===== config.mk =====
export PLATFORM = sky130hd
export DESIGN_NAME = secure_element_access_gate_core
export DESIGN_NICKNAME = d
export VERILOG_FILES = /design/src/rtl/core/seag_pkg.sv /design/src/rtl/core/seag_cfg_regs.sv /design/src/rtl/core/seag_gate_state.sv /design/src/rtl/core/secure_element_access_gate_core.sv
export SDC_FILE = /design/constraint.sdc
export NUM_CORES = 1
export LEC_CHECK = 0
export BUFFER_PORTS_ARGS = -buffer_cell sky130_fd_sc_hd__buf_2
export CORE_UTILIZATION = 30
export CTS_CLUSTER_SIZE = 30
export DETAILED_ROUTE_END_ITERATION = 7
export HOLD_SLACK_MARGIN = 0.05
export SLEW_MARGIN = 20
export SYNTH_ARGS = -nofsm -noshare
export SYNTH_HDL_FRONTEND = slang
export SYNTH_HIERARCHICAL = 1
export SYNTH_SLANG_ARGS = --single-unit

===== constraint.sdc =====
create_clock -name clk -period 5.7 [get_ports clk]
set_input_delay 1.71 -clock clk [delete_from_list [all_inputs] [get_ports clk]]
set_output_delay 1.71 -clock clk [all_outputs]
set_load 0.005 [all_outputs]

===== src/rtl/core/seag_pkg.sv =====
// Shared types, codes and constants for the secure element access gate.
`default_nettype none
package seag_pkg;

  localparam int unsigned TIME_W   = 24;
  localparam int unsigned INS_W    = 8;
  localparam int unsigned COUNT_W  = 8;
  localparam int unsigned SEEN_W   = 3;
  localparam int unsigned CFG_IDX_W = 3;

  // Event codes carried in the operation field
  typedef enum logic [1:0] {
    OP_TICK    = 2'd0,
    OP_STATUS  = 2'd1,
    OP_CRYPTO  = 2'd2,
    OP_COMMAND = 2'd3
  } seag_op_t;

  // Configuration register indexes
  typedef enum logic [CFG_IDX_W-1:0] {
    REG_ACCESS_BLOCK_TICKS = 3'd0,
    REG_CRYPTO_OP_TIMEOUT  = 3'd1,
    REG_SMALLEST_TIMEOUT   = 3'd2,
    REG_UPGRADE_TIMEOUT    = 3'd3,
    REG_REGULAR_TIMEOUT    = 3'd4,
    REG_BOOT_END_COMMAND   = 3'd5
  } seag_reg_t;

  // Allowlisted early-boot instructions, the update status bit, the all-seen mask and the count limit
  localparam logic [INS_W-1:0]   INS_A      = 8'hD9;
  localparam logic [INS_W-1:0]   INS_B      = 8'h2A;
  localparam logic [INS_W-1:0]   INS_C      = 8'h2D;
  localparam logic [7:0]         UPDATE_BIT = 8'h02;
  localparam logic [SEEN_W-1:0]  ALL_SEEN   = 3'd7;
  localparam logic [COUNT_W-1:0] COUNT_MAX  = 8'd255;

  // Reset values of the configuration registers
  localparam logic [TIME_W-1:0] RST_BLOCK_TICKS = 24'd1000;
  localparam logic [TIME_W-1:0] RST_CRYPTO_TO   = 24'd1000;
  localparam logic [TIME_W-1:0] RST_SMALLEST_TO = 24'd0;
  localparam logic [TIME_W-1:0] RST_UPGRADE_TO  = 24'd1000;
  localparam logic [TIME_W-1:0] RST_REGULAR_TO  = 24'd1000;
  localparam logic [INS_W-1:0]  RST_BOOT_END    = 8'd0;

  typedef struct packed {
    logic [TIME_W-1:0] access_block_ticks;
    logic [TIME_W-1:0] crypto_op_timeout;
    logic [TIME_W-1:0] smallest_timeout;
    logic [TIME_W-1:0] upgrade_timeout;
    logic [TIME_W-1:0] regular_timeout;
    logic [INS_W-1:0]  boot_end_command;
  } seag_cfg_t;

  typedef struct packed {
    seag_op_t          operation;
    logic [7:0]        status_byte;
    logic              op_begin;
    logic [INS_W-1:0]  command_ins;
  } seag_item_t;

  typedef struct packed {
    logic               command_allowed;
    logic               select_ok;
    logic [TIME_W-1:0]  session_timeout;
    logic               update_active;
    logic [COUNT_W-1:0] crypto_ops;
    logic               boot_over;
  } seag_result_t;

endpackage
`default_nettype wire


===== src/rtl/core/seag_cfg_regs.sv =====
// Configuration register file for the access gate.
`default_nettype none
module seag_cfg_regs (
  input  wire logic                          clk,
  input  wire logic                          rst_n,
  input  wire logic                          cfg_valid,
  output logic                               cfg_ready,
  input  wire logic [seag_pkg::CFG_IDX_W-1:0] cfg_index,
  input  wire logic [seag_pkg::TIME_W-1:0]   cfg_data,
  output seag_pkg::seag_cfg_t                cfg
);

  seag_pkg::seag_cfg_t cfg_r;
  logic                wr_en;

  // Writes are always taken
  assign cfg_ready = 1'b1;
  assign wr_en     = cfg_valid;
  assign cfg       = cfg_r;

  // Register writes; indexes past the list are dropped
  always_ff @(posedge clk) begin
    if (!rst_n) begin
      cfg_r.access_block_ticks <= seag_pkg::RST_BLOCK_TICKS;
      cfg_r.crypto_op_timeout  <= seag_pkg::RST_CRYPTO_TO;
      cfg_r.smallest_timeout   <= seag_pkg::RST_SMALLEST_TO;
      cfg_r.upgrade_timeout    <= seag_pkg::RST_UPGRADE_TO;
      cfg_r.regular_timeout    <= seag_pkg::RST_REGULAR_TO;
      cfg_r.boot_end_command   <= seag_pkg::RST_BOOT_END;
    end else if (wr_en) begin
      case (cfg_index)
        seag_pkg::REG_ACCESS_BLOCK_TICKS: cfg_r.access_block_ticks <= cfg_data;
        seag_pkg::REG_CRYPTO_OP_TIMEOUT:  cfg_r.crypto_op_timeout  <= cfg_data;
        seag_pkg::REG_SMALLEST_TIMEOUT:   cfg_r.smallest_timeout   <= cfg_data;
        seag_pkg::REG_UPGRADE_TIMEOUT:    cfg_r.upgrade_timeout    <= cfg_data;
        seag_pkg::REG_REGULAR_TIMEOUT:    cfg_r.regular_timeout    <= cfg_data;
        seag_pkg::REG_BOOT_END_COMMAND:
          cfg_r.boot_end_command <= cfg_data[seag_pkg::INS_W-1:0];
        default: ;
      endcase
    end
  end

endmodule
`default_nettype wire


===== src/rtl/core/seag_gate_state.sv =====
// Access gate state registers and the single-pass event update logic.
`default_nettype none
module seag_gate_state (
  input  wire logic                    clk,
  input  wire logic                    rst_n,
  input  wire logic                    step,
  input  wire seag_pkg::seag_item_t    item,
  input  wire seag_pkg::seag_cfg_t     cfg,
  output seag_pkg::seag_result_t       result
);

  logic                                access_open_r, access_open_nxt;
  logic                                update_flag_r, update_flag_nxt;
  logic                                boot_done_r, boot_done_nxt;
  logic [seag_pkg::SEEN_W-1:0]         seen_r, seen_nxt;
  logic [seag_pkg::COUNT_W-1:0]        count_r, count_nxt;
  logic                                blk_armed_r, blk_armed_nxt;
  logic [seag_pkg::TIME_W-1:0]         blk_rem_r, blk_rem_nxt;
  logic                                cry_armed_r, cry_armed_nxt;
  logic [seag_pkg::TIME_W-1:0]         cry_rem_r, cry_rem_nxt;
  logic                                allowed;
  logic [seag_pkg::SEEN_W-1:0]         ins_bit;
  logic [seag_pkg::SEEN_W-1:0]         seen_or;

  // Map an allowlisted instruction to its seen bit
  always_comb begin
    if (item.command_ins == seag_pkg::INS_A) begin
      ins_bit = 3'b001;
    end else if (item.command_ins == seag_pkg::INS_B) begin
      ins_bit = 3'b010;
    end else if (item.command_ins == seag_pkg::INS_C) begin
      ins_bit = 3'b100;
    end else begin
      ins_bit = '0;
    end
  end

  assign seen_or = seen_r | ins_bit;

  // Next state for one event
  always_comb begin
    access_open_nxt = access_open_r;
    update_flag_nxt = update_flag_r;
    boot_done_nxt   = boot_done_r;
    seen_nxt        = seen_r;
    count_nxt       = count_r;
    blk_armed_nxt   = blk_armed_r;
    blk_rem_nxt     = blk_rem_r;
    cry_armed_nxt   = cry_armed_r;
    cry_rem_nxt     = cry_rem_r;
    allowed         = 1'b0;
    case (item.operation)
      seag_pkg::OP_TICK: begin
        // Block timer: expiry reopens access
        if (blk_armed_r) begin
          if (blk_rem_r <= seag_pkg::TIME_W'(1)) begin
            blk_armed_nxt   = 1'b0;
            blk_rem_nxt     = '0;
            access_open_nxt = 1'b1;
          end else begin
            blk_rem_nxt = blk_rem_r - seag_pkg::TIME_W'(1);
          end
        end
        // Crypto timer: expiry clears the count
        if (cry_armed_r) begin
          if (cry_rem_r <= seag_pkg::TIME_W'(1)) begin
            cry_armed_nxt = 1'b0;
            cry_rem_nxt   = '0;
            count_nxt     = '0;
          end else begin
            cry_rem_nxt = cry_rem_r - seag_pkg::TIME_W'(1);
          end
        end
      end
      seag_pkg::OP_STATUS: begin
        if ((item.status_byte & seag_pkg::UPDATE_BIT) == seag_pkg::UPDATE_BIT) begin
          update_flag_nxt = 1'b1;
          access_open_nxt = 1'b0;
          blk_armed_nxt   = 1'b1;
          blk_rem_nxt     = cfg.access_block_ticks;
        end else begin
          update_flag_nxt = 1'b0;
          access_open_nxt = 1'b1;
          blk_armed_nxt   = 1'b0;
          blk_rem_nxt     = '0;
        end
      end
      seag_pkg::OP_CRYPTO: begin
        if (item.op_begin) begin
          // Saturating count; every start re-arms the timer
          if (count_r != seag_pkg::COUNT_MAX) begin
            count_nxt = count_r + seag_pkg::COUNT_W'(1);
          end
          cry_armed_nxt = 1'b1;
          cry_rem_nxt   = cfg.crypto_op_timeout;
        end else begin
          if (count_r != '0) begin
            count_nxt = count_r - seag_pkg::COUNT_W'(1);
          end
          if (count_r <= seag_pkg::COUNT_W'(1)) begin
            cry_armed_nxt = 1'b0;
            cry_rem_nxt   = '0;
          end
        end
      end
      seag_pkg::OP_COMMAND: begin
        if (access_open_r) begin
          allowed = 1'b1;
        end else if (!boot_done_r && (ins_bit != '0)) begin
          // Blocked in early boot: record allowlisted command
          seen_nxt = seen_or;
          allowed  = 1'b1;
          if (seen_or == seag_pkg::ALL_SEEN) begin
            boot_done_nxt = 1'b1;
          end
        end
        if (item.command_ins == cfg.boot_end_command) begin
          allowed = 1'b1;
        end
      end
      default: ;
    endcase
  end

  // Result from the state after the event
  always_comb begin
    result.command_allowed = allowed;
    result.select_ok       = access_open_nxt | ~boot_done_nxt;
    result.update_active   = update_flag_nxt;
    result.crypto_ops      = count_nxt;
    result.boot_over       = boot_done_nxt;
    if (update_flag_nxt) begin
      result.session_timeout = boot_done_nxt ? cfg.smallest_timeout : cfg.upgrade_timeout;
    end else begin
      result.session_timeout = (count_nxt != '0) ? cfg.crypto_op_timeout
                                                 : cfg.regular_timeout;
    end
  end

  // State registers, updated once per stepped event
  always_ff @(posedge clk) begin
    if (!rst_n) begin
      access_open_r <= 1'b1;
      update_flag_r <= 1'b0;
      boot_done_r   <= 1'b0;
      seen_r        <= '0;
      count_r       <= '0;
      blk_armed_r   <= 1'b0;
      blk_rem_r     <= '0;
      cry_armed_r   <= 1'b0;
      cry_rem_r     <= '0;
    end else if (step) begin
      access_open_r <= access_open_nxt;
      update_flag_r <= update_flag_nxt;
      boot_done_r   <= boot_done_nxt;
      seen_r        <= seen_nxt;
      count_r       <= count_nxt;
      blk_armed_r   <= blk_armed_nxt;
      blk_rem_r     <= blk_rem_nxt;
      cry_armed_r   <= cry_armed_nxt;
      cry_rem_r     <= cry_rem_nxt;
    end
  end

endmodule
`default_nettype wire


===== src/rtl/core/secure_element_access_gate_core.sv =====
// Top level of the secure element access gate: input register, gate logic, result register.
//
//  Channel  | Direction | Handshake            | Payload
//  ---------+-----------+----------------------+---------------------------------------
//  in_      | input     | in_valid / in_ready  | operation, status_byte, op_begin,
//           |           |                      | command_ins
//  out_     | output    | out_valid / out_ready| command_allowed, select_ok,
//           |           |                      | session_timeout, update_active,
//           |           |                      | crypto_ops, boot_over
//  cfg_     | input     | cfg_valid / cfg_ready| cfg_index, cfg_data (always ready)
//
// An accepted event waits in the input register until the result register is free or
// being emptied; the gate logic then loads the result register. One event per cycle
// sustained while the result side does not stall. Reset is synchronous on rst_n and
// needs no clearing pass. A stalled result register holds its transaction; the input
// register takes an event while it is empty or the result register is free or draining.
`default_nettype none
module secure_element_access_gate_core (
  input  wire logic                            clk,
  input  wire logic                            rst_n,
  // Input channel
  input  wire logic                            in_valid,
  output logic                                 in_ready,
  input  wire logic [1:0]                      in_operation,
  input  wire logic [7:0]                      in_status_byte,
  input  wire logic                            in_op_begin,
  input  wire logic [seag_pkg::INS_W-1:0]      in_command_ins,
  // Result channel
  output logic                                 out_valid,
  input  wire logic                            out_ready,
  output logic                                 out_command_allowed,
  output logic                                 out_select_ok,
  output logic [seag_pkg::TIME_W-1:0]          out_session_timeout,
  output logic                                 out_update_active,
  output logic [seag_pkg::COUNT_W-1:0]         out_crypto_ops,
  output logic                                 out_boot_over,
  // Configuration channel
  input  wire logic                            cfg_valid,
  output logic                                 cfg_ready,
  input  wire logic [seag_pkg::CFG_IDX_W-1:0]  cfg_index,
  input  wire logic [seag_pkg::TIME_W-1:0]     cfg_data
);

  seag_pkg::seag_cfg_t    cfg;
  seag_pkg::seag_item_t   item_r;
  seag_pkg::seag_result_t result;
  seag_pkg::seag_result_t res_r;
  logic                   item_valid_r;
  logic                   out_valid_r;
  logic                   step;

  seag_cfg_regs u_cfg (
    .clk       (clk),
    .rst_n     (rst_n),
    .cfg_valid (cfg_valid),
    .cfg_ready (cfg_ready),
    .cfg_index (cfg_index),
    .cfg_data  (cfg_data),
    .cfg       (cfg)
  );

  // Event moves into the result register when that register is free or draining
  assign step     = item_valid_r && (!out_valid_r || out_ready);
  assign in_ready = !item_valid_r || step;

  seag_gate_state u_state (
    .clk    (clk),
    .rst_n  (rst_n),
    .step   (step),
    .item   (item_r),
    .cfg    (cfg),
    .result (result)
  );

  // Input register
  always_ff @(posedge clk) begin
    if (!rst_n) begin
      item_valid_r <= 1'b0;
    end else if (in_ready) begin
      item_valid_r <= in_valid;
    end
  end

  always_ff @(posedge clk) begin
    if (in_valid && in_ready) begin
      item_r.operation   <= seag_pkg::seag_op_t'(in_operation);
      item_r.status_byte <= in_status_byte;
      item_r.op_begin    <= in_op_begin;
      item_r.command_ins <= in_command_ins;
    end
  end

  // Result register
  always_ff @(posedge clk) begin
    if (!rst_n) begin
      out_valid_r <= 1'b0;
    end else if (step) begin
      out_valid_r <= 1'b1;
    end else if (out_ready) begin
      out_valid_r <= 1'b0;
    end
  end

  always_ff @(posedge clk) begin
    if (step) begin
      res_r <= result;
    end
  end

  assign out_valid           = out_valid_r;
  assign out_command_allowed = res_r.command_allowed;
  assign out_select_ok       = res_r.select_ok;
  assign out_session_timeout = res_r.session_timeout;
  assign out_update_active   = res_r.update_active;
  assign out_crypto_ops      = res_r.crypto_ops;
  assign out_boot_over       = res_r.boot_over;

endmodule
`default_nettype wire


Word-level counts from Yosys, hierarchy flattened --
Cells that the tools add are included.
Operators by class: multiplexer cells 44, $add $sub $neg 4, eq/ne operators 17, magnitude comparators 3, reductions and logical operators 27, bitwise gates (word level) 4
Operator list (count):
- 2-to-1 mux 24 bit | 10
- case mux 24 bit (2 select lines) | 2
- <= comparator 24 x 1 -> 1 bit (second input constant) | 2
- subtractor 24 x 1 -> 24 bit (second input constant) | 2
- 2-to-1 mux 8 bit | 5
- 2-to-1 mux 1 bit | 20
- equality test 8 x 6 -> 1 bit (second input constant) | 2
- case mux 8 bit (2 select lines) | 1
- nonzero test 8 bit | 2
- AND reduction 2 bit | 7
- equality test 3 bit (second input constant) | 3
- 2-to-1 mux 3 bit | 3
- adder 8 x 1 -> 8 bit (second input constant) | 1
- equality test 8 bit | 1
- equality test 8 bit (second input constant) | 1
- <= comparator 8 x 1 -> 1 bit (second input constant) | 1
- inequality test 8 bit (second input constant) | 1
- AND reduction 4 bit | 2
- subtractor 8 x 1 -> 8 bit (second input constant) | 1
- equality test 3 x 2 -> 1 bit (second input constant) | 2
- case mux 1 bit (2 select lines) | 3
- AND reduction 3 bit | 2
- nonzero test 2 bit | 3
- equality test 2 bit (second input constant) | 2
- 13 further kinds | 20
Storage, ports and cells: logic and storage cells 126, flip-flop bits (word level) 243

Logic depth before layout (Yosys ltp) --
Gate-level depths: netlist of the first run.
depth after elaboration 12, mapped depth 11, gate-level depth less buffers 9

Modules after synthesis --
The synthesis of the first run kept the hierarchy.
Modules (own cells, without submodules):
- seag_gate_state | cells each 761, times used 1, area each 5491.5 sq um
- seag_cfg_regs | cells each 456, times used 1, area each 4843.4 sq um
- secure_element_access_gate_core | cells each 64, times used 1, area each 1755.4 sq um

Worst setup path after synthesis of the first run --
OpenSTA, ideal clock, no wires.
path kind input to register, from input out_ready, to register u_state/cry_rem_r[18] (netlist bit), library setup time 132 ps, required time 5568 ps, cell stages on the path 10, data arrival time 4915 ps, slack 652 ps, path through nor2b_4 -> nor2b_1 -> clkbuf_1 -> nor2b_1 -> o31ai_1 -> or2_2 -> clkbuf_1 -> clkbuf_1 -> o21ai_0 -> a21oi_1
On the way: cells in the longest elaborated chain, start to end 3
RTL lines:
- start: declaration | RTL line secure_element_access_gate_core.sv:30 | input wire logic out_ready,
- logical OR 1 bit | RTL line secure_element_access_gate_core.sv:63 | assign step = item_valid_r && (!out_valid_r || out_ready);
- logical AND 1 bit | RTL line secure_element_access_gate_core.sv:63
- named net step | RTL line secure_element_access_gate_core.sv:50 | logic step;
- AND reduction 4 bit (no line)
- end signal: assignment | RTL line seag_gate_state.sv:161 | cry_rem_r <= cry_rem_nxt;
- end: declaration | RTL line seag_gate_state.sv:20 | logic [seag_pkg::TIME_W-1:0] cry_rem_r, cry_rem_nxt;
The timed path passes the listed nets, and every way through them passes these cells. A chain may end at the register's enable or synchronous reset.

Final worst setup path of the first run --
from input out_ready, to output in_ready
On the way: cells in the longest elaborated chain, start to end 3
RTL lines:
- logical OR 1 bit | RTL line secure_element_access_gate_core.sv:63
- logical AND 1 bit | RTL line secure_element_access_gate_core.sv:63
- logical OR 1 bit | RTL line secure_element_access_gate_core.sv:64 | assign in_ready = !item_valid_r || step;
- end: declaration | RTL line secure_element_access_gate_core.sv:23 | output logic in_ready,
Every way passes these cells.

==> flow_summary.json, run 1 <==
{
  "core_um2": 38800,
  "crit_path_end": "in_ready",
  "gp_routability_congestion": 0.856,
  "vias": 9543,
  "die_width_um": 201,
  "ioPinCount": 90,
  "cts-root-buf": "clkbuf_16",
  "grt_overflow_total": 0,
  "slew_violations": 0,
  "clock_skew_ns": 0.0145,
  "r2r_start": "item_r[8]$_DFFE_PP_",
  "grt_pass1_wl_um": 50500,
  "tightest_slew_ns": 1.00,
  "clock-sinks": 242,
  "final_hold_viol_count": 0,
  "ff2ff_path_depth": 7,
  "timing.rr.end": "out_session_timeout[8]$_DFFE_PP_",
  "grt_usage": 0.154,
  "hold-worst-slack_ns": 0.458,
  "synth_area_per_cell_um2": 9.33,
  "finalSetupTns_ns": 0,
  "min_period_over_period": 0.669,
  "r2r_setup_slack_ns": 2.01,
  "antenna_found_initial": 0,
  "crit_type": "in2out",
  "cp_max_fo": 2,
  "met2_usage": 0.254,
  "placementRows": 72,
  "numCtsBuffers": 26,
  "synthCells": 1274,
  "slew-limit-headroom": 0.329,
  "detail-route-antenna-nets": 0,
  "dp_hpwl_um": 20900,
  "first_pass_iters": 7,
  "top_usage_layer": "met2",
  "htreeDepth": 1,
  "die-area_um2": 40400,
  "drc": 0,
  "area_growth_syn_to_layout_pct": 13.6,
  "nNetsFinal": 1364,
  "met3_usage": 0.0182,
  "cp.required_ns": 3.99,
  "grt_max_degree": 83,
  "path_clk_slew_ns": 0.06,
  "power.density_nw_per_um2": 311,
  "portBuffers": 81,
  "synthesis.nets": 1333,
  "start_util": 0.306,
  "cts_buffer_depth": 3,
  "netlist_area_um2": 11900,
  "finalCriticalPeriod_ns": 3.81,
  "n_antenna_cell": 0,
  "timing.critical_path.from": "out_ready",
  "status": "completed",
  "vias_per_cell": 5.18,
  "power_leakage_nw": 5.45,
  "ctsHoldBuffers": 0,
  "cts_resized": 0,
  "start_kind": "input pin",
  "post_cts_buffers": 0,
  "max_freq_mhz": 262,
  "yosysWarningCount": 6,
  "routed_wl_um": 31700,
  "clk-insertion-delay-late_ns": 0.54,
  "drt_iter0_drc": 715,
  "cts_tree": "built",
  "hp-start": "u_cfg/cfg[116]$_SDFFE_PN0P_",
  "critical_path_arrival_ns": 2.10,
  "post_drt_wl_per_cell_um": 17.2,
  "grt_pass1_vias": 9055,
  "endpoint_kind": "output port",
  "setup_violations": 0,
  "drive_gt1_frac": 0.146,
  "maxCapViolations": 0,
  "worstHoldPathType": "reg2reg",
  "rsz0062_at_grt": "false",
  "vdd_ir_drop_max_mv": 0.217,
  "use_met1": 0.213,
  "dieHeight_um": 201
}
state kept, by name (all words and copies together) (netlist names), 3 cells and up:
register             count
item_r                  12
out_crypto_ops           8
out_session_timeout     24
u_state/seen_r           3
u_state/count_r          8
u_state/cry_rem_r       24
u_cfg/cfg              128
u_state/blk_rem_r       24
area by class of cell:
| type | instances | area, um^2 |
|---|---|---|
| clock buffer | 42 | 846 |
| clock inverter | 6 | 30.0 |
| fill | 3987 | 25300 |
| inverter | 17 | 63.8 |
| multi-input combinational | 918 | 6020 |
| sequential | 242 | 5330 |
| tap | 518 | 648 |
| timing repair buffer | 100 | 563 |
how the worst min path moves through the flow:
stage,to,slack (ns),cells after the start
floorplan,u_state/seen_r[2]$_SDFFE_PN0P_,0.43,2
global placement,u_cfg/cfg[28]$_SDFFE_PN0P_,0.44,2
detailed placement,u_cfg/cfg[59]$_SDFFE_PN0P_,0.45,2
CTS,u_cfg/cfg[117]$_SDFFE_PN0P_,0.46,2
global route,u_cfg/cfg[124]$_SDFFE_PN0P_,0.48,2
finish,u_cfg/cfg[116]$_SDFFE_PN0P_,0.46,2
power breakdown:
part           internal, W  total (W)  switching, W
combinational     0.000248   0.000641      0.000393
sequential         0.00180    0.00185     0.0000429
clock              0.00101    0.00170      0.000691
total              0.00306    0.00419       0.00113
metrics by stage:
stage	setup slack [ns]	cell area, um^2	instances	util	power (W)
finish	1.89	13500	1843	0.348	0.00419
global route	1.73	13500	1843	0.348	0.00438
CTS	1.88	13500	1843	0.347	0.00424
detailed placement	1.88	12600	1795	0.325	0.00252
global placement	1.89	12600	1795	0.325	0.00251
floorplan	0.652	11900	1274	-	0.00235
layer usage:
layer,vias to the layer above,part of all wire
met5,-,0
met4,0,0.021
met3,41,0.040
met2,236,0.46
met1,4622,0.47
li1,4644,-
worst max-delay path, stage by stage:
cell and delay [ns]:
buf_2 0.12, nand3b_4 0.15, buf_2 0.13
placed cells by master, fill, tap and decap left out, types with 14 or more instances in the layout:
cell type / instances
nand2_1: 180
buf_4: 19
a22oi_1: 16
nor4_1: 37
o21ai_0: 69
edfxtp_1: 48
inv_1: 14
mux2_4: 20
nor3_1: 31
nor2_1: 131
mux2i_1: 134
a21oi_1: 47
a211oi_1: 35
dfxtp_1: 194
nor2b_1: 37
xnor2_1: 15
buf_2: 80
clkbuf_16: 30
(Power assumes the default switching activity.)
==> run 2: changes to the inputs <==
==> constraint.sdc (replaced) <==
create_clock -name clk -period 3.09 [get_ports clk]
set_input_delay 0.927 -clock clk [delete_from_list [all_inputs] [get_ports clk]]
set_output_delay 0.927 -clock clk [all_outputs]
set_load 0.005 [all_outputs]
==> run 2 against run 1 <==
Net effect: routed wire length grew 4.4%; die area is the same; combinational power grew 110%; first-iteration DRC count grew 23%; hold slack lost 0.00054 ns; worst setup slack lost 1.8 ns; power grew 85%; via count grew 2.5%; final area grew 3.6%; clock power grew 77%.
==> flow_summary.json, run 2 (synthesis gave the netlist of run 1 again) <==
{
  "switchingPower_w": 0.00215,
  "endpoint_kind": "flip-flop",
  "gp_routability_congestion": 0.854,
  "maxCapViolations": 0,
  "path_clk_slew_ns": 0.06,
  "dp_hpwl_um": 22100,
  "placementRows": 72,
  "crit_type": "reg2reg",
  "placed_cells": 1830,
  "fillers": 3901,
  "finalSetupTns_ns": 0,
  "max_freq_mhz": 331,
  "drt_iter0_drc": 878,
  "setup_violations": 0,
  "antenna_found_initial": 0,
  "numCtsBuffers": 26,
  "first_pass_iters": 5,
  "final_common_cell": "dfxtp_1",
  "routed_wl_um": 33100,
  "grt_max_degree": 58,
  "min_period_over_period": 0.978,
  "layout_common_cells": "dfxtp_1, nand2_1, mux2i_1, nor2_1, buf_2",
  "power.density_nw_per_um2": 553,
  "multi_input_comb_area_um2": 6150,
  "utilization": 0.360,
  "vdd_ir_drop_max_mv": 0.363,
  "nNetsFinal": 1406,
  "cp.required_ns": 3.36,
  "layoutNonFillerInstCount": 1885,
  "ioPinCount": 90,
  "internal-power_w": 0.00558,
  "place_ws_ns": 0.0458,
  "clock-sinks": 242,
  "dieHeight_um": 201,
  "setup_ws_ns": 0.0673,
  "final_area_um2": 14000,
  "cts_buffer_depth": 3,
  "vias_per_cell": 5.19,
  "n_antenna_cell": 0,
  "critical_path_arrival_ns": 3.30,
  "final_hold_viol_count": 0,
  "p_sw_frac": 0.278,
  "htreeDepth": 1,
  "clkPwrFrac": 0.389,
  "portBuffers": 81,
  "tightest_slew_ns": 0.814,
  "die-area_um2": 40400,
  "vias": 9779,
  "drc": 0,
  "drive_gt1_frac": 0.181,
  "postPlaceCellArea_um2": 13000,
  "slew_violations": 0,
  "grt_overflow_total": 0,
  "post_drt_wl_per_cell_um": 17.6,
  "slew-limit-headroom": 0.452,
  "area_growth_syn_to_layout_pct": 17.7,
  "power_leakage_nw": 5.68,
  "start_kind": "flip-flop",
  "cts-root-buf": "clkbuf_16",
  "clock_skew_ns": 0.0256,
  "seqPwrFrac": 0.439,
  "status": "completed",
  "finalCriticalPeriod_ns": 3.02,
  "worstHoldPathType": "reg2reg",
  "largest_reg_flops": 128,
  "cts_tree": "built",
  "detail-route-antenna-nets": 0,
  "comb_power_share": 0.171,
  "grt_pass1_wl_um": 51600,
  "start_util": 0.306,
  "clk-insertion-delay-late_ns": 0.55,
  "seq_area_um2": 5330,
  "grt_pass1_vias": 9302,
  "core_um2": 38800,
  "grt_usage": 0.157,
  "die_width_um": 201,
  "cp_max_fo": 6
}
==> run 2: power groups by stage <==
| stage | combinational [W] | clock (W) | sequential [W] |
|---|---|---|---|
| 6_report | 0.00133 | 0.00301 | 0.00340 |
| 5_1_grt | 0.00145 | 0.00321 | 0.00341 |
| 4_1_cts | 0.00125 | 0.00308 | 0.00340 |
| 3_5_place_dp | 0.00125 | 0 | 0.00346 |
| 3_3_place_gp | 0.00124 | 0 | 0.00346 |
| 2_1_floorplan | 0.000893 | 0 | 0.00345 |
==> run 2: path summary, 6_finish.rpt <==
path                                           start                                 to  slack, ns  cells past startpoint
setup / recovery  u_state/cry_rem_r[18]$_SDFFE_PN0P_  out_session_timeout[21]$_DFFE_PP_       0.07                      9
hold / removal            u_cfg/cfg[73]$_SDFFE_PN0P_         u_cfg/cfg[73]$_SDFFE_PN0P_       0.46                      2
setup reg to reg  u_state/cry_rem_r[18]$_SDFFE_PN0P_  out_session_timeout[21]$_DFFE_PP_       0.07                      9
hold reg to reg           u_cfg/cfg[73]$_SDFFE_PN0P_         u_cfg/cfg[73]$_SDFFE_PN0P_       0.46                      2
==> run 2: through the flow <==
step                      hold slack, ns  total power, W
after floorplan                    0.434         0.00434
after global placement             0.444         0.00470
after detailed placement           0.448         0.00471
after CTS                          0.459         0.00773
after global routing               0.473         0.00807
final                              0.458         0.00773
==> run 2: cell type report <==
cell class / count / area share
Inverter: 17 / 0.00456
Tap cell: 518 / 0.0463
Clock inverter: 14 / 0.00922
Multi-Input combinational cell: 918 / 0.440
Timing Repair Buffer: 142 / 0.0702
Sequential cell: 242 / 0.381
Clock buffer: 34 / 0.0487
==> run 2: routing by layer <==
metal  track usage  up-vias  share of wire
met3        0.0206       45          0.046
met2         0.261      266           0.46
li1              -     4730              -
met1         0.216     4738           0.47
met5             0        -              0
met4        0.0333        0          0.018
==> run 2: timing repair <==
action,in CTS,in global routing
resized for setup,0,28
hold buffers,0,0
setup endpoints to repair,0,24
setup buffers,0,5
endpoints found under the hold margin,0,0
==> run 2: worst max-delay path: stages, from the launching register on <==
cell and delay (ns):
dfxtp_2 0.34, nor4_2 0.35, buf_4 0.18, nand4_1 0.15, o21a_4 0.29, a211o_4 0.37
nor4_4 0.27, nand4b_4 0.25, clkbuf_16 0.27, mux2_4 0.30
==> run 3: changes to the inputs <==
--- a/config.mk
+++ b/config.mk
@@ -10,6 +10,7 @@
 export CTS_CLUSTER_SIZE = 30
 export DETAILED_ROUTE_END_ITERATION = 7
 export HOLD_SLACK_MARGIN = 0.05
+export SETUP_SLACK_MARGIN = 0.15
 export SLEW_MARGIN = 20
 export SYNTH_ARGS = -nofsm -noshare
 export SYNTH_HDL_FRONTEND = slang
==> run 3 against run 2 <==
Net effect: combinational power is 3% higher; die area unchanged; maximum frequency increased by 0.35%; clock-buffer cell count grew 3; global-route usage is 0.15 points lower; sequential share of layout area down 0.40 points; first-iteration DRC count decreased by 5.2%; routed wire length fell by 0.24%; clock power grew 6%; clock skew is 0.018 ns lower; largest power group unchanged.
==> flow_summary.json, run 3 (synthesis gave the netlist of run 1 again) <==
{
  "status": "completed",
  "drive_gt1_frac": 0.195,
  "portBuffers": 81,
  "vdd_ir_drop_max_mv": 0.412,
  "power.density_nw_per_um2": 563,
  "internal-power_w": 0.00579,
  "dieHeight_um": 201,
  "drc": 0,
  "utilization": 0.364,
  "drt_iter0_drc": 832,
  "vias": 9739,
  "critical_path_arrival_ns": 3.30,
  "endpoint_kind": "flip-flop",
  "fillers": 3914,
  "cp_max_fo": 6,
  "grt_pass1_wl_um": 51100,
  "clk-insertion-delay-late_ns": 0.54,
  "min_path_cells": 2,
  "clkPwrFrac": 0.402,
  "r2r_setup_slack_ns": 0.08,
  "start_util": 0.306,
  "core_um2": 38800,
  "hold_end": "u_cfg/cfg[106]$_SDFFE_PN0P_",
  "min_period_over_period": 0.975,
  "switchingPower_w": 0.00218,
  "slowest_stage": "o41ai_4",
  "cts-root-buf": "clkbuf_16",
  "detail-route-antenna-nets": 0,
  "finalCriticalPeriod_ns": 3.01,
  "clock_skew_ns": 0.00785,
  "ff2ff_path_depth": 9,
  "setup_violations": 0,
  "first_pass_iters": 7,
  "die_width_um": 201,
  "slew-limit-headroom": 0.585,
  "slowest_delay_ns": 0.43,
  "power_leakage_nw": 5.75,
  "maxCapViolations": 0,
  "largest_reg_flops": 128,
  "final_common_cell": "dfxtp_1",
  "hp-start": "u_cfg/cfg[106]$_SDFFE_PN0P_",
  "crit_type": "reg2reg",
  "grt_usage": 0.156,
  "grt_max_degree": 62,
  "ioPinCount": 90,
  "cp.required_ns": 3.38,
  "slew_violations": 0,
  "numCtsBuffers": 27,
  "gp_routability_congestion": 0.870,
  "comb_power_share": 0.172,
  "post_drt_wl_per_cell_um": 17.5,
  "grt_overflow_total": 0,
  "finalSetupTns_ns": 0,
  "path_clk_slew_ns": 0.06,
  "htreeDepth": 1,
  "r2r_start": "u_state/cry_rem_r[18]$_SDFFE_PN0P_",
  "dp_hpwl_um": 21700,
  "timing.rr.end": "out_session_timeout[9]$_DFFE_PP_",
  "clock-sinks": 242,
  "placementRows": 72,
  "area_growth_syn_to_layout_pct": 19.1,
  "vias_per_cell": 5.16,
  "tightest_slew_ns": 0.617,
  "seqPwrFrac": 0.426,
  "layout_common_cells": "dfxtp_1, nand2_1, mux2i_1, nor2_1, buf_2",
  "grt_pass1_vias": 9229,
  "routed_wl_um": 33000,
  "final_hold_viol_count": 0,
  "rsz0062_at_grt": "true",
  "worstHoldPathType": "reg2reg",
  "n_antenna_cell": 0,
  "crit_chain": "nor4_2, buf_4, nand3_1, o41ai_4, a21oi_4, nor4_4, nand4b_4, clkbuf_16, mux2_4",
  "start_kind": "flip-flop",
  "cts_tree": "built",
  "die-area_um2": 40400,
  "antenna_found_initial": 0,
  "ctsHoldBuffers": 0,
  "p_sw_frac": 0.273,
  "cts_buffer_depth": 3,
  "max_freq_mhz": 332,
  "nNetsFinal": 1407
}
## run 3: per-layer routing
metal | share of wire | global-route usage
met1 | 0.47 | 0.215
met2 | 0.46 | 0.254
met3 | 0.044 | 0.0218
met4 | 0.023 | 0.0401
met5 | 0 | 0
## run 3: worst max-delay path by stage
stage / startpoint / end / slack (ns) / cells past startpoint
CTS: u_state/count_r[1]$_SDFFE_PN0P_ / out_session_timeout[6]$_DFFE_PP_ / 0.12 / 10
global placement: u_state/count_r[1]$_SDFFE_PN0P_ / out_session_timeout[6]$_DFFE_PP_ / 0.08 / 10
floorplan: out_ready / u_state/cry_rem_r[0]$_SDFFE_PN0P_ / 0.13 / 10
detailed placement: u_state/count_r[1]$_SDFFE_PN0P_ / out_session_timeout[9]$_DFFE_PP_ / 0.06 / 10
global route: u_state/cry_rem_r[2]$_SDFFE_PN0P_ / out_session_timeout[15]$_DFFE_PP_ / 0.03 / 9
finish: u_state/cry_rem_r[18]$_SDFFE_PN0P_ / out_session_timeout[9]$_DFFE_PP_ / 0.08 / 9
## run 3: power by group through the flow
stage / Sequential, W / Clock (W) / Combinational [W]
6_report: 0.00340 / 0.00320 / 0.00137
5_1_grt: 0.00341 / 0.00342 / 0.00150
4_1_cts: 0.00340 / 0.00328 / 0.00126
3_5_place_dp: 0.00346 / 0 / 0.00125
3_3_place_gp: 0.00346 / 0 / 0.00124
2_1_floorplan: 0.00345 / 0 / 0.000901
## run 3: final cells by class
class | count | area [um^2] | share of cell area
well taps | 518 | 648 | 0.0458
clock buffers | 37 | 764 | 0.0540
clock inverters | 13 | 120 | 0.00849
repair buffers | 142 | 983 | 0.0695
multi-input cells | 918 | 6230 | 0.440
inverters | 17 | 63.8 | 0.00451
flip-flops and latches | 242 | 5340 | 0.377
## run 3: what timing repair did
| item | CTS | global route |
|---|---|---|
| pin swaps | 3 | 15 |
| gates resized for setup | 8 | 38 |
| setup endpoints to repair | 24 | 24 |
| endpoints found under the hold margin | 0 | 0 |
| buffers inserted | 0 | 8 |
| gates cloned | 0 | 3 |
## run 3: stage by stage
step                setup slack [ns]  cells  instance area, um^2  power [W]  hold slack [ns]
finish                        0.0779   1887                14100    0.00797            0.459
global route                  0.0252   1887                14100    0.00832            0.474
CTS                            0.124   1876                13900    0.00794            0.460
detailed placement            0.0572   1826                12900    0.00471            0.447
global placement              0.0817   1826                12900    0.00470            0.445
floorplan                      0.127   1274                11900    0.00435            0.434
## run 3: critical path: cells and delay by family (launching register included)
kind / cells / cell delay [ns]
buffers and inverters: 2 / 0.46
muxes: 1 / 0.30
AOI/OAI and AO/OA: 2 / 0.57
DFF: 1 / 0.34
and+or+nand+nor: 4 / 1.09
